`src/rtl/core/lip_pkg.sv`:
```
// ----------------------------------------------------------------------------
// lip_pkg
// Widths, constants and shared types of the line intersection pipeline.
// ----------------------------------------------------------------------------
package lip_pkg;

    // Input coordinates are signed Q12.4, results signed Q16.16
    localparam int COORD_BITS = 16;
    localparam int FRAC_BITS  = 16;
    localparam int CFG_W      = 16;
    localparam int PARAM_W    = 32;

    // Point difference, direction cross product, numerator cross product
    localparam int DIFF_W  = COORD_BITS + 1;
    localparam int PROD_W  = 2 * COORD_BITS;
    localparam int PRODD_W = 2 * COORD_BITS + 1;
    localparam int CROSS_W = 2 * COORD_BITS + 1;
    localparam int NUM_W   = 2 * COORD_BITS + 2;

    // Dividend is |num| scaled by 2^FRAC_BITS; divisor starts aligned to
    // the top quotient bit
    localparam int DVD_W = NUM_W + FRAC_BITS;
    localparam int DSH_W = CROSS_W + PARAM_W - 1;

    // One divider cell per quotient bit
    localparam int CELLS = PARAM_W;

    localparam logic [PARAM_W-1:0] PARAM_MAX = {1'b0, {(PARAM_W-1){1'b1}}};
    localparam logic [PARAM_W-1:0] PARAM_MIN = {1'b1, {(PARAM_W-1){1'b0}}};

    // Per-request flags that ride along the divider chain
    typedef struct packed {
        logic found;
        logic neg_t;
        logic neg_s;
        logic ovf_t;
        logic ovf_s;
    } t_lip_tag;

    // Divider working set for both quotients
    typedef struct packed {
        logic [DVD_W-1:0]   rem_t;
        logic [DVD_W-1:0]   rem_s;
        logic [PARAM_W-1:0] q_t;
        logic [PARAM_W-1:0] q_s;
        logic [DSH_W-1:0]   dsh;
    } t_lip_work;

    // Finished result
    typedef struct packed {
        logic               found;
        logic [PARAM_W-1:0] first_param;
        logic [PARAM_W-1:0] second_param;
        logic               saturated;
    } t_lip_res;

endpackage

```
`src/rtl/core/lip_out.sv`:
```
// ----------------------------------------------------------------------------
// lip_out
// Sign restore and saturation of both quotients, output register and skid
// register; produces the pipeline advance enable.
// ----------------------------------------------------------------------------
module lip_out
    import lip_pkg::*;
(
    input  logic                       i_clk,
    input  logic                       i_rst_n,
    input  logic                       i_valid,
    input  t_lip_tag                   i_tag,
    input  t_lip_work                  i_work,
    input  logic                       i_ready,
    output logic                       o_en,
    output logic                       o_valid,
    output logic                       o_found,
    output logic signed [PARAM_W-1:0]  o_first_param,
    output logic signed [PARAM_W-1:0]  o_second_param,
    output logic                       o_saturated
);

    logic     r_out_valid, r_skid_valid;
    t_lip_res r_out, r_skid;
    t_lip_res n_res;
    logic [PARAM_W:0] fix_t, fix_s;
    logic     take;

    // Returns {saturated, value} for one quotient magnitude
    function automatic logic [PARAM_W:0] lip_fix(
        input logic               neg,
        input logic               ovf,
        input logic [PARAM_W-1:0] q
    );
        logic               s;
        logic [PARAM_W-1:0] v;
        if (ovf) begin
            s = 1'b1;
            v = neg ? PARAM_MIN : PARAM_MAX;
        end else if (!neg) begin
            s = q[PARAM_W-1];
            v = s ? PARAM_MAX : q;
        end else begin
            s = q > PARAM_MIN;
            v = s ? PARAM_MIN : (PARAM_W'(0) - q);
        end
        return {s, v};
    endfunction

    // Finish the result; parallel lines give all zeros
    assign fix_t = lip_fix(i_tag.neg_t, i_tag.ovf_t, i_work.q_t);
    assign fix_s = lip_fix(i_tag.neg_s, i_tag.ovf_s, i_work.q_s);

    always_comb begin
        n_res.found        = i_tag.found;
        n_res.first_param  = i_tag.found ? fix_t[PARAM_W-1:0] : '0;
        n_res.second_param = i_tag.found ? fix_s[PARAM_W-1:0] : '0;
        n_res.saturated    = i_tag.found & (fix_t[PARAM_W] | fix_s[PARAM_W]);
    end

    assign take = r_out_valid & i_ready;
    assign o_en = !r_skid_valid;

    // Output and skid control
    always_ff @(posedge i_clk) begin
        if (!i_rst_n) begin
            r_out_valid  <= 1'b0;
            r_skid_valid <= 1'b0;
        end else if (r_skid_valid) begin
            if (take) begin
                r_skid_valid <= 1'b0;
            end
        end else if (i_valid) begin
            if (r_out_valid && !take) begin
                r_skid_valid <= 1'b1;
            end else begin
                r_out_valid <= 1'b1;
            end
        end else if (take) begin
            r_out_valid <= 1'b0;
        end
    end

    // Output and skid payload
    always_ff @(posedge i_clk) begin
        if (r_skid_valid) begin
            if (take) begin
                r_out <= r_skid;
            end
        end else if (i_valid) begin
            if (r_out_valid && !take) begin
                r_skid <= n_res;
            end else begin
                r_out <= n_res;
            end
        end
    end

    assign o_valid        = r_out_valid;
    assign o_found        = r_out.found;
    assign o_first_param  = $signed(r_out.first_param);
    assign o_second_param = $signed(r_out.second_param);
    assign o_saturated    = r_out.saturated;

`ifndef SYNTH
    a_skid_needs_out: assert property (@(posedge i_clk) disable iff (!i_rst_n)
        r_skid_valid |-> r_out_valid)
        else $error("skid register full while output register empty");

    a_skid_holds: assert property (@(posedge i_clk) disable iff (!i_rst_n)
        r_skid_valid && !i_ready |=> r_skid_valid)
        else $error("skid request dropped while output stalled");

    a_sat_needs_found: assert property (@(posedge i_clk) disable iff (!i_rst_n)
        o_valid && o_saturated |-> o_found)
        else $error("saturation flagged on parallel lines");

    a_parallel_zero: assert property (@(posedge i_clk) disable iff (!i_rst_n)
        o_valid && !o_found |-> (o_first_param == '0) && (o_second_param == '0))
        else $error("nonzero parameters on parallel lines");
`endif

endmodule
```
`config.mk`:
```
export PLATFORM = sky130hd
export DESIGN_NAME = lip_out
export DESIGN_NICKNAME = d
export VERILOG_FILES = /design/src/rtl/core/lip_pkg.sv /design/src/rtl/core/lip_out.sv
export SDC_FILE = /design/constraint.sdc
export NUM_CORES = 1
export LEC_CHECK = 0
export ABC_AREA = 1
export BUFFER_PORTS_ARGS = -buffer_cell sky130_fd_sc_hd__buf_2
export CORE_MARGIN = 2
export CORE_UTILIZATION = 45
export CTS_CLUSTER_DIAMETER = 100
export DETAILED_ROUTE_END_ITERATION = 6
export GPL_TIMING_DRIVEN = 0
export HOLD_SLACK_MARGIN = 0.05
export PLACE_DENSITY = 0.83
export SLEW_MARGIN = 20
export SYNTH_ARGS = -nofsm -noshare
export SYNTH_HDL_FRONTEND = slang
export SYNTH_SLANG_ARGS = --single-unit
```
`constraint.sdc`:
```
create_clock -name i_clk -period 10.53 [get_ports i_clk]
set_input_delay 2.106 -clock i_clk [delete_from_list [all_inputs] [get_ports i_clk]]
set_output_delay 2.106 -clock i_clk [all_outputs]
set_load 0.005 [all_outputs]
```
==> metrics.yaml <==
cells_and_area:
  area_growth_pct: 20.6
  stdcell_area_sq_um: 10000
  drive_gt1_share_pct: 17.4
  nets: 1528
  regArea_sq_um: 4000
  utilization_pct: 55.6
  nFillCells: 1704
  diodes: 0
  multi_input_area_sq_um: 3680
worst_setup_path:
  cpMaxStageDelayCell: "clkbuf_1"
  crit_type: "reg -> out"
  path_common_cell: "buf_2"
  crit_chain: "clkbuf_1 -> inv_2 -> buf_2 -> buf_2"
  worst_ep_arrival_time_ns: 1.69
  cp_top_family: "buffers and inverters"
  critical_path_buf_inv_count: 4
  crit_required_ns: 8.42
  crit_path_end_kind: "output port"
  critPathMaxStageDelay_ns: 0.34
  setup.worst_path.start_class: "register"
  critPathMaxFanout: 10
timing:
  fin_crit_ns: 3.79
  holdWs_ns: 0.516
  finalWorstSetupSlack_ns: 6.74
  clock_skew_ns: 0.00785
  slew_headroom_pct: 49.3
  worst-slew-pin-transition_ns: 0.761
  fin_crit_sh_pct: 36.0
  final_hold_viol_count: 0
  setup_viol: 0
  fin_setup_tns_ns: 0
  drv_slew: 0
  rsz0062_at_grt: "no"
  fmax_mhz: 264
placed_design:
  place_worst_setup_slack_ns: 6.39
  gp_congestion: 0.979
  dpl.hpwl_mm: 19.3
  place_area_sq_um: 9370
  io_buffers: 138
routing:
  via_per_inst: 5.37
  wirelength_mm: 25.3
  drt_iter0_drc: 795
  final_antenna_net_count: 0
  vias: 8226
  drc: 0
  avgRoutedWirePerCell_microns: 16.5
  dr.pass1.iters: 5
clocking:
  post_cts_resized: 0
  clockBufferDepth: 2
  numClockSinks: 134
  htreeDepth: 4
  postCtsHoldBufs: 0
  cts_buffers: 17
  cts-root-buf: "clkbuf_16"
  cts_tree: "done"
  post_cts_buffers: 0
  clock_latency_ns: 0.42
  clk_pin_slew_ns: 0.06
floorplanning:
  initial_utilization_pct: 46.1
  die_w_microns: 140
  ios: 305
  core_sq_um: 18000
  die_area_sq_um: 19600
  die_h_microns: 140
  fp-row-count: 49
global_route:
  grt.overflow.total: 0
  grt_max_degree: 53
  grt_antenna_before_repair: 0
  grt_util_all_layers_pct: 25.6
  grt_pass1_wl_mm: 39.2
  grt_pass1_vias: 7549
logic_synthesis:
  synth_nets: 1368
  netlist_instances: 1129
  ys_seq_elements: 134
  yosysUniqueCellTypes: 32
  ys_warn_count: 0
  yosysSeqAreaShare_pct: 48.2
  synth_area_leaders: "edfxtp_1 48%, nand2_1 20%, nand3_1 6.1%"
  synth_top_area_share_pct: 47.7
  synth_area_sq_um: 8310
  synth.largest_area_cell: "edfxtp_1"
  synth.avg_cell_area_sq_um: 7.36
status:
  status: "completed"
pwr:
  p_per_area_nw_per_um2: 153
  leakagePower_nw: 4.52
  ir_worst_vdd_mv: 0.0841
job:
  drv_cap: 0
hold_path:
  worstHoldPathType: "reg -> reg"
[placed cells by master, fill, tap and decap left out, types with 5 or more instances in the layout]
| master | instances |
|---|---|
| nand2_1 | 439 |
| buf_2 | 144 |
| edfxtp_1 | 132 |
| nor2_1 | 129 |
| nand3_1 | 101 |
| inv_1 | 91 |
| o21ai_0 | 51 |
| a21oi_1 | 38 |
| clkbuf_1 | 24 |
| o21ai_1 | 19 |
| clkbuf_16 | 17 |
| a21oi_2 | 13 |
| buf_1 | 13 |
| nor3_1 | 8 |
| nand4_1 | 7 |
| inv_2 | 7 |
| nand2_2 | 5 |
| buf_4 | 5 |
| bufinv_16 | 5 |
[power by group]
part           internal [mW]  leakage, nW  switching [mW]
clock network          0.423        0.311           0.240
registers              0.629         1.28          0.0131
logic                 0.0770         2.93           0.152
total                   1.13         4.52           0.405
[cells by family after synthesis]
group,count (synthesis),synth area share (%)
DFF,134,48.2
buffers and inverters,152,7.57
adders and majority gates,2,0.301
and+or+nand+nor,699,34.1
xor gates and xnor gates,4,0.422
AOI/OAI and AO/OA,138,9.38
[layout make-up]
type,instances,area share (%)
flip-flops and latches,134,39.9
multi-input cells,843,36.8
repair buffers,141,7.64
clock buffers,18,4.28
inverters,99,3.73
well taps,229,2.86
plain buffers,53,2.57
clock inverters,14,2.22
[sequential cells by signal, summed over array words and instances (netlist names)]
name,flops
r_skid,66
o_second_param,32
o_saturated,1
o_first_param,32
o_found,1
o_valid,1
r_skid_valid,1
[layer usage]
layer / GRT usage [%] / wire length (microns) / part of all wire [%]
met4: 7.63 / 598 / 2.4
met5: 0 / 0 / 0
met1: 36.3 / 11000 / 44
met2: 40.9 / 11500 / 45
met3: 3.76 / 2200 / 8.7
[through the flow]
stage | total power [mW] | cells
CTS | 1.53 | 1531
detailed placement | 0.877 | 1499
global placement | 0.870 | 1496
finish | 1.53 | 1531
floorplan | 0.777 | 1129
global route | 1.58 | 1531
[worst paths after layout]
check	startpoint	end	slack, ns	cells past startpoint
setup / recovery	r_skid_valid	o_en	6.74	4
hold / removal	r_skid[56]	o_first_param[23]	0.52	2
setup reg to reg	r_skid_valid	o_first_param[24]	8.61	5
hold reg to reg	r_skid[56]	o_first_param[23]	0.52	2
[synth_stat cells, drive strengths merged]
master	count
a21oi	51
a22oi	4
a31oi	2
buf	28
clkbuf	25
dfxtp	2
edfxtp	132
ha	2
inv	99
nand2	444
nand3	105
nand4	7
nor2	135
nor3	8
o211ai	4
o21a	1
o21ai	72
o22ai	2
o31ai	2
xor2	4
[worst reg2reg max path: stages, from the launching register on]
cell and delay, ns:
dfxtp_1 0.30, clkbuf_1 0.34, buf_1 0.43, clkbuf_1 0.48, nand2_1 0.10, nand2_1 0.12
No activity file was read; power rests on OpenSTA's default activity.
