--- src/rtl/core/lip_pkg.sv ---
// ----------------------------------------------------------------------------
// lip_pkg
// Widths, constants and shared types of the line intersection pipeline.
// ----------------------------------------------------------------------------
package lip_pkg;

    // Input coordinates are signed Q12.4, results signed Q16.16
    localparam int COORD_BITS = 16;
    localparam int FRAC_BITS  = 16;
    localparam int CFG_W      = 16;
    localparam int PARAM_W    = 32;

    // Point difference, direction cross product, numerator cross product
    localparam int DIFF_W  = COORD_BITS + 1;
    localparam int PROD_W  = 2 * COORD_BITS;
    localparam int PRODD_W = 2 * COORD_BITS + 1;
    localparam int CROSS_W = 2 * COORD_BITS + 1;
    localparam int NUM_W   = 2 * COORD_BITS + 2;

    // Dividend is |num| scaled by 2^FRAC_BITS; divisor starts aligned to
    // the top quotient bit
    localparam int DVD_W = NUM_W + FRAC_BITS;
    localparam int DSH_W = CROSS_W + PARAM_W - 1;

    // One divider cell per quotient bit
    localparam int CELLS = PARAM_W;

    localparam logic [PARAM_W-1:0] PARAM_MAX = {1'b0, {(PARAM_W-1){1'b1}}};
    localparam logic [PARAM_W-1:0] PARAM_MIN = {1'b1, {(PARAM_W-1){1'b0}}};

    // Per-request flags that ride along the divider chain
    typedef struct packed {
        logic found;
        logic neg_t;
        logic neg_s;
        logic ovf_t;
        logic ovf_s;
    } t_lip_tag;

    // Divider working set for both quotients
    typedef struct packed {
        logic [DVD_W-1:0]   rem_t;
        logic [DVD_W-1:0]   rem_s;
        logic [PARAM_W-1:0] q_t;
        logic [PARAM_W-1:0] q_s;
        logic [DSH_W-1:0]   dsh;
    } t_lip_work;

    // Finished result
    typedef struct packed {
        logic               found;
        logic [PARAM_W-1:0] first_param;
        logic [PARAM_W-1:0] second_param;
        logic               saturated;
    } t_lip_res;

endpackage

--- src/rtl/core/lip_cell.sv ---
// ----------------------------------------------------------------------------
// lip_cell
// One restoring divide step for both quotients; hands its result to the
// next cell every enabled cycle.
// ----------------------------------------------------------------------------
module lip_cell
    import lip_pkg::*;
(
    input  logic      i_clk,
    input  logic      i_rst_n,
    input  logic      i_en,
    input  logic      i_valid,
    input  t_lip_tag  i_tag,
    input  t_lip_work i_work,
    output logic      o_valid,
    output t_lip_tag  o_tag,
    output t_lip_work o_work
);

    logic      r_valid;
    t_lip_tag  r_tag;
    t_lip_work r_work;
    t_lip_work n_work;
    logic      ge_t, ge_s;

    // Compare remainders against the aligned divisor
    assign ge_t = {{(DSH_W-DVD_W){1'b0}}, i_work.rem_t} >= i_work.dsh;
    assign ge_s = {{(DSH_W-DVD_W){1'b0}}, i_work.rem_s} >= i_work.dsh;

    // Subtract where it fits, shift in the quotient bit, step the divisor down
    always_comb begin
        n_work.rem_t = ge_t ? (i_work.rem_t - i_work.dsh[DVD_W-1:0]) : i_work.rem_t;
        n_work.rem_s = ge_s ? (i_work.rem_s - i_work.dsh[DVD_W-1:0]) : i_work.rem_s;
        n_work.q_t   = {i_work.q_t[PARAM_W-2:0], ge_t};
        n_work.q_s   = {i_work.q_s[PARAM_W-2:0], ge_s};
        n_work.dsh   = {1'b0, i_work.dsh[DSH_W-1:1]};
    end

    // Hold valid across stalls
    always_ff @(posedge i_clk) begin
        if (!i_rst_n) begin
            r_valid <= 1'b0;
        end else if (i_en) begin
            r_valid <= i_valid;
        end
    end

    always_ff @(posedge i_clk) begin
        if (i_en) begin
            r_tag  <= i_tag;
            r_work <= n_work;
        end
    end

    assign o_valid = r_valid;
    assign o_tag   = r_tag;
    assign o_work  = r_work;

endmodule

--- config.mk ---
export PLATFORM = sky130hd
export DESIGN_NAME = lip_cell
export DESIGN_NICKNAME = d
export VERILOG_FILES = /design/src/rtl/core/lip_pkg.sv /design/src/rtl/core/lip_cell.sv
export SDC_FILE = /design/constraint.sdc
export NUM_CORES = 1
export LEC_CHECK = 0
export BUFFER_PORTS_ARGS = -buffer_cell sky130_fd_sc_hd__buf_2
export CORE_MARGIN = 4
export CORE_UTILIZATION = 45
export DETAILED_ROUTE_END_ITERATION = 8
export PLACE_DENSITY = 0.77
export SYNTH_ARGS = -nofsm -noshare
export SYNTH_HDL_FRONTEND = slang
export SYNTH_SLANG_ARGS = --single-unit
--- constraint.sdc ---
create_clock -name i_clk -period 7.8 [get_ports i_clk]
set_input_delay 1.56 -clock i_clk [delete_from_list [all_inputs] [get_ports i_clk]]
set_output_delay 1.56 -clock i_clk [all_outputs]
set_load 0.03 [all_outputs]
==> results of run 1 <==
## cells by family (layout without fill, tap and decap cells)
kind of cell               Yosys count  after routing  share of synthesized area
DFF                                233            233                      0.498
xor gates and xnor gates            94             94                     0.0586
adders and majority gates          102            102                     0.0920
muxes                                8              8                    0.00624
and+or+nand+nor                    372            372                      0.123
other                                1              7                   0.000267
AOI/OAI and AO/OA                  417            417                      0.183
buffers and inverters              135            601                     0.0402
## per-stage QoR
stage	util	setup slack, ns
global placement	0.544	1.96
floorplan	-	3.05
detailed placement	0.544	1.97
finish	0.572	2.49
global route	0.572	2.12
CTS	0.572	2.50
## synth_stat cells (4+ instances only)
cell type,count
edfxtp_1,232
nand2_1,172
o21ai_0,129
a21oi_1,101
ha_1,100
inv_1,81
nor2_1,64
xnor2_1,52
a21o_1,42
xor2_1,42
clkbuf_1,38
nand3_1,25
nand4_1,25
a31oi_1,20
o21ai_1,19
nor3_1,16
o21bai_1,16
a211oi_1,14
and3_1,13
o211ai_1,13
o21a_1,10
and4_1,9
nor4_1,9
a211o_1,7
and2_1,7
nand2b_1,7
nor2b_1,7
or3_1,7
buf_6,6
a21boi_0,5
buf_2,5
o31ai_1,5
or2_2,5
a31o_2,4
## final timing paths
path	start	end	slack, ns	cells after the start
worst max register to register	o_valid	o_valid	7.20	2
worst min register to register	o_valid	o_valid	0.51	2
worst max-delay path	i_work[17]	o_work[200]	2.49	13
worst min-delay path	o_valid	o_valid	0.51	2
## worst reg2reg max path, stage by stage (launching register included)
cell and delay, ns:
dfxtp_1 0.30, mux2i_1 0.13, nor2b_1 0.06
## where the power goes
| part | total [W] | internal, W | switching, W |
|---|---|---|---|
| combinational | 0.000973 | 0.000330 | 0.000643 |
| clock | 0.00124 | 0.000731 | 0.000505 |
| sequential | 0.00151 | 0.00149 | 0.0000263 |
| total | 0.00372 | 0.00255 | 0.00117 |
## layer usage
layer / wire length [um] / vias to the layer above / global-route usage / part of all wire
li1: - / 5962 / - / -
met1: 17700 / 5862 / 0.308 / 0.39
met2: 22000 / 539 / 0.427 / 0.49
met3: 4010 / 86 / 0.0557 / 0.089
met4: 1210 / 8 / 0.0711 / 0.027
met5: 43 / - / 0 / 0.00096
## area by class of cell
class | instances | area, um^2
tap | 396 | 495
antenna | 6 | 15.0
multi-input combinational | 994 | 6490
fill | 2650 | 13100
timing repair buffer | 472 | 2400
clock inverter | 16 | 165
sequential | 233 | 6990
inverter | 82 | 308
clock buffer | 31 | 691
## state kept, by name, summed over array words and instances (netlist names)
name	count
o_tag	5
o_valid	1
o_work	227
==> impl_metrics.ini, run 1 <==
[floorplan]
num_rows = 64
die_area_mm2 = 0.0341
die_w_um = 185
core_mm2 = 0.0307
initial_core_util = 0.458
io_pins = 471
die_h_um = 185

[placed_design]
routabilityCongestion = 0.936
placed_area_mm2 = 0.0167
dp.cells = 2177
dp_hpwl_um = 35900
numPortBuffers = 467

[cts]
clk_path_buf_depth = 3
clkTransAtPathRegs_ns = 0.07
ctsResizeCount = 0
cts.sinks = 233
cts_made_buffers = 26
cts_root_buf = clkbuf_16
cts_tree = done
cts_setup_buffers = 0
insertion_delay_ns = 0.53
ctsHoldBuffers = 0
cts_htree_levels = 1

[timing]
drv_slew = 0
tightest_slew_ns = 0.901
post-route-period-util = 0.681
rsz0062_at_grt = no
fmax_mhz = 188
layout_min_cycle_time_ns = 5.31
setup_tns_ns = 0
setup_viol = 0
fin_worst_skew_ns = 0
hold_slack_ns = 0.515
relSlewSlack = 0.399
hold_viol = 0

[cells_and_area]
final_cell_mix = buf_2, edfxtp_1, nand2_1, o21ai_0, a21oi_1
final_nets = 2148
fin_area_mm2 = 0.0176
drive_gt1_frac = 0.290
mostFrequentLayoutCell = buf_2
area_delta_synth_final_pct = 25.0
instances_no_fill = 2230

[global_route]
grt_pass1_vias = 12200
track_usage = 0.246
grt_first_pass_wirelength_um = 66100
grt_max_degree = 139
overflow = 0
antenna_found_initial = 10

[route]
drt_pass1_iterations = 5
routed_wl_um = 45000
drt_iter0_markers = 734
ant_nets = 0
vias = 12500
drc = 0
via_per_inst = 5.59
wl_per_cell_um = 20.2

[logic_synthesis]
synth_edf_count = 232
syn_inst = 1362
synth_ff_type = edfxtp_1
syn_nets = 1701
yosys.area.top_type_share = 0.496
async_flop_share = 0
syn_avg_cell_area_um2 = 10.3
ys_seq_elements = 233
synth_cell_types = 68
synthTopCellsByArea = edfxtp_1, ha_1, o21ai_0
yosys.area.top_type = edfxtp_1
syn_area_mm2 = 0.0140
yosys_warnings = 0
synth_seq_area_share = 0.498

[run_status]
status = complete, no violations

[worst_setup_path]
worst_setup_path_end_kind = flop
cpLargestDelayFamily = compound AO/OA/AOI/OAI gates
path_buf_inv = 3
worstPathMaxFanout = 59
crit_type = input pin to flop
arrival_ns = 5.61
cpMaxStageDelayCell = a211o_2
crit_chain = buf_2 > inv_1 > ha_1 > a21oi_1 > o211ai_1 > a41o_1 > a211o_1 > o211ai_1 > nand2_1 > nor4b_1 > a211o_2 > buf_4 > mux2_2
worst_setup_path_start_kind = input pin
cp.required_ns = 8.10
slowest_delay_ns = 0.76
cp_common_cell = o211ai_1

[worst_hold_path]
hp-class = flop to flop

[pwr]
power-per-cell-area_mw_per_mm2 = 212
p_leak_nw = 7.94
ir_drop_mv = 0.161
finalPower_w = 0.00372

[flow_run]
drv_cap = 0
Note: power is estimated with default switching activity, not from simulation.
==> run 2, diff against run 1 <==
--- a/config.mk
+++ b/config.mk
@@ -5,6 +5,7 @@
 export SDC_FILE = /design/constraint.sdc
 export NUM_CORES = 1
 export LEC_CHECK = 0
+export ABC_AREA = 1
 export BUFFER_PORTS_ARGS = -buffer_cell sky130_fd_sc_hd__buf_2
 export CORE_MARGIN = 4
 export CORE_UTILIZATION = 45
==> constraint.sdc (replaced) <==
create_clock -name i_clk -period 4.3 [get_ports i_clk]
set_input_delay 0.86 -clock i_clk [delete_from_list [all_inputs] [get_ports i_clk]]
set_output_delay 0.86 -clock i_clk [all_outputs]
set_load 0.03 [all_outputs]
==> run 2 against run 1 <==
Worst setup slack lost 1.4 ns. Non-clock buffer count grew 5. Sequential power grew 81%. Critical path depth grew 3. Clock-buffer cell count shrank 5. Critical path type unchanged.
==> impl_metrics.ini, run 2 <==
[timing]
setup_viol = 0
tightest_slew_ns = 0.790
rsz0062_at_grt = no
fin_worst_skew_ns = 0
fmax_mhz = 313
hold_slack_ns = 0.487
setup_tns_ns = 0
drv_slew = 0
layout_min_cycle_time_ns = 3.19
hold_viol = 0
relSlewSlack = 0.473
post-route-period-util = 0.742

[cts]
clkTransAtPathRegs_ns = 0.06
cts_setup_buffers = 0
cts.sinks = 233
insertion_delay_ns = 0.54
cts_root_buf = clkbuf_16
cts_htree_levels = 1
clk_path_buf_depth = 3
ctsHoldBuffers = 0
cts_made_buffers = 25
ctsResizeCount = 0
cts_tree = done

[floorplan]
num_rows = 71
die_w_um = 204
core_mm2 = 0.0378
io_pins = 471
die_h_um = 204
die_area_mm2 = 0.0417
initial_core_util = 0.457

[run_status]
status = complete, no violations

[global_route]
grt_first_pass_wirelength_um = 93400
track_usage = 0.290
grt_pass1_vias = 16900
antenna_found_initial = 6
grt_max_degree = 82
overflow = 0

[flow_run]
drv_cap = 0

[logic_synthesis]
synth_edf_count = 232
post-synth-top-count-cell = nand2_1
async_flop_share = 0
syn_area_mm2 = 0.0173
syn_nets = 2749
yosys.area.top_type = edfxtp_1
syn_inst = 2410
synth_seq_area_share = 0.404
synth_cell_types = 39
yosys_warnings = 0
ys_top_cells_by_count = nand2_1, inv_1, edfxtp_1
ys_seq_elements = 233
synth_ff_type = edfxtp_1
yosys.area.top_type_share = 0.402
synthTopCellsByArea = edfxtp_1, nand2_1, inv_1
syn_avg_cell_area_um2 = 7.18

[worst_setup_path]
arrival_ns = 3.57
worst_setup_path_start_kind = input pin
crit_type = input pin to flop
worst_setup_path_end_kind = flop
worstPathMaxFanout = 78
cp.required_ns = 4.68

[cells_and_area]
mostFrequentLayoutCell = nand2_1
area_delta_synth_final_pct = 21.2
final_nets = 3229
final_cell_mix = nand2_1, inv_1, buf_2, edfxtp_1, nor2_1
drive_gt1_frac = 0.195
largest_reg_flops = 227
instances_no_fill = 3421

[worst_hold_path]
hp-class = input pin to flop

[pwr]
clkPwrFrac = 0.297
p_leak_nw = 11.3
ir_drop_mv = 0.236
p_sw_w = 0.00234
sw_frac_of_total = 0.347
power-per-cell-area_mw_per_mm2 = 322
intPower_w = 0.00441
comb_power_share = 0.297
finalPower_w = 0.00675
pwr-share-seq = 0.406

[placed_design]
dp_hpwl_um = 53200
routabilityCongestion = 1.01
numPortBuffers = 467
dp.cells = 3374

[route]
drt_iter0_markers = 1456
ant_nets = 0
via_per_inst = 5.08
wl_per_cell_um = 18.4
vias = 17400
drt_pass1_iterations = 7
routed_wl_um = 63000
drc = 0
## run 2: kinds of logic (layout without fill, tap and decap cells)
family | count (synthesis) | in the layout | synth area share
DFF | 233 | 233 | 0.404
xor gates and xnor gates | 56 | 56 | 0.0283
and+or+nand+nor | 1370 | 1370 | 0.330
other | 1 | 7 | 0.000217
buffers and inverters | 518 | 1012 | 0.118
AOI/OAI and AO/OA | 130 | 130 | 0.0455
adders and majority gates | 102 | 102 | 0.0746
## run 2: final timing paths
kind	start	endpoint	slack [ns]	depth (start not counted)
min	i_work[77]	o_work[78]	0.49	1
max	i_work[15]	o_work[214]	1.11	16
max reg2reg	o_valid	o_valid	3.65	2
min reg2reg	o_valid	o_valid	0.55	2
## run 2: power by group through the flow
stage / combinational (W) / clock [W] / sequential [W]
after floorplan: 0.000911 / 0 / 0.00316
after global placement: 0.00196 / 0 / 0.00279
after detailed placement: 0.00198 / 0 / 0.00279
after CTS: 0.00198 / 0.00204 / 0.00275
after global routing: 0.00218 / 0.00214 / 0.00276
final: 0.00200 / 0.00201 / 0.00274
## run 2: metal layers
metal,wire length (um),track usage,vias to the layer above
met5,0,0,-
met4,2130,0.0981,0
met3,4670,0.0341,113
met2,30500,0.508,696
met1,25700,0.372,8024
li1,-,-,8547
## run 2: layout make-up
cell class                 instances  area [um^2]
sequential                       233         6990
fill                            3741        16900
inverter                         494         1850
multi-input combinational       1659         8280
clock buffer                      26          629
clock inverter                    15          111
timing repair buffer             477         2460
tap                              511          639
antenna                            6         15.0
## run 2: stage by stage
| step | util | setup WS [ns] | instance area, um^2 |
|---|---|---|---|
| floorplan | - | 1.43 | 17300 |
| global placement | 0.534 | 0.706 | 20200 |
| detailed placement | 0.534 | 0.629 | 20200 |
| CTS | 0.554 | 1.18 | 21000 |
| global route | 0.554 | 0.963 | 21000 |
| finish | 0.554 | 1.11 | 21000 |
## run 2: worst max-delay path: stages
cell,delay (ns)
buf_2,0.09
inv_1,0.13
ha_1,0.44
nand2_1,0.13
inv_2,0.07
nand2_1,0.08
nor3_1,0.30
nand2_1,0.11
nand2_1,0.18
nand2_1,0.09
nand2_1,0.21
nand2_2,0.11
nand3_4,0.10
buf_12,0.31
nand3_1,0.17
nand2_1,0.17
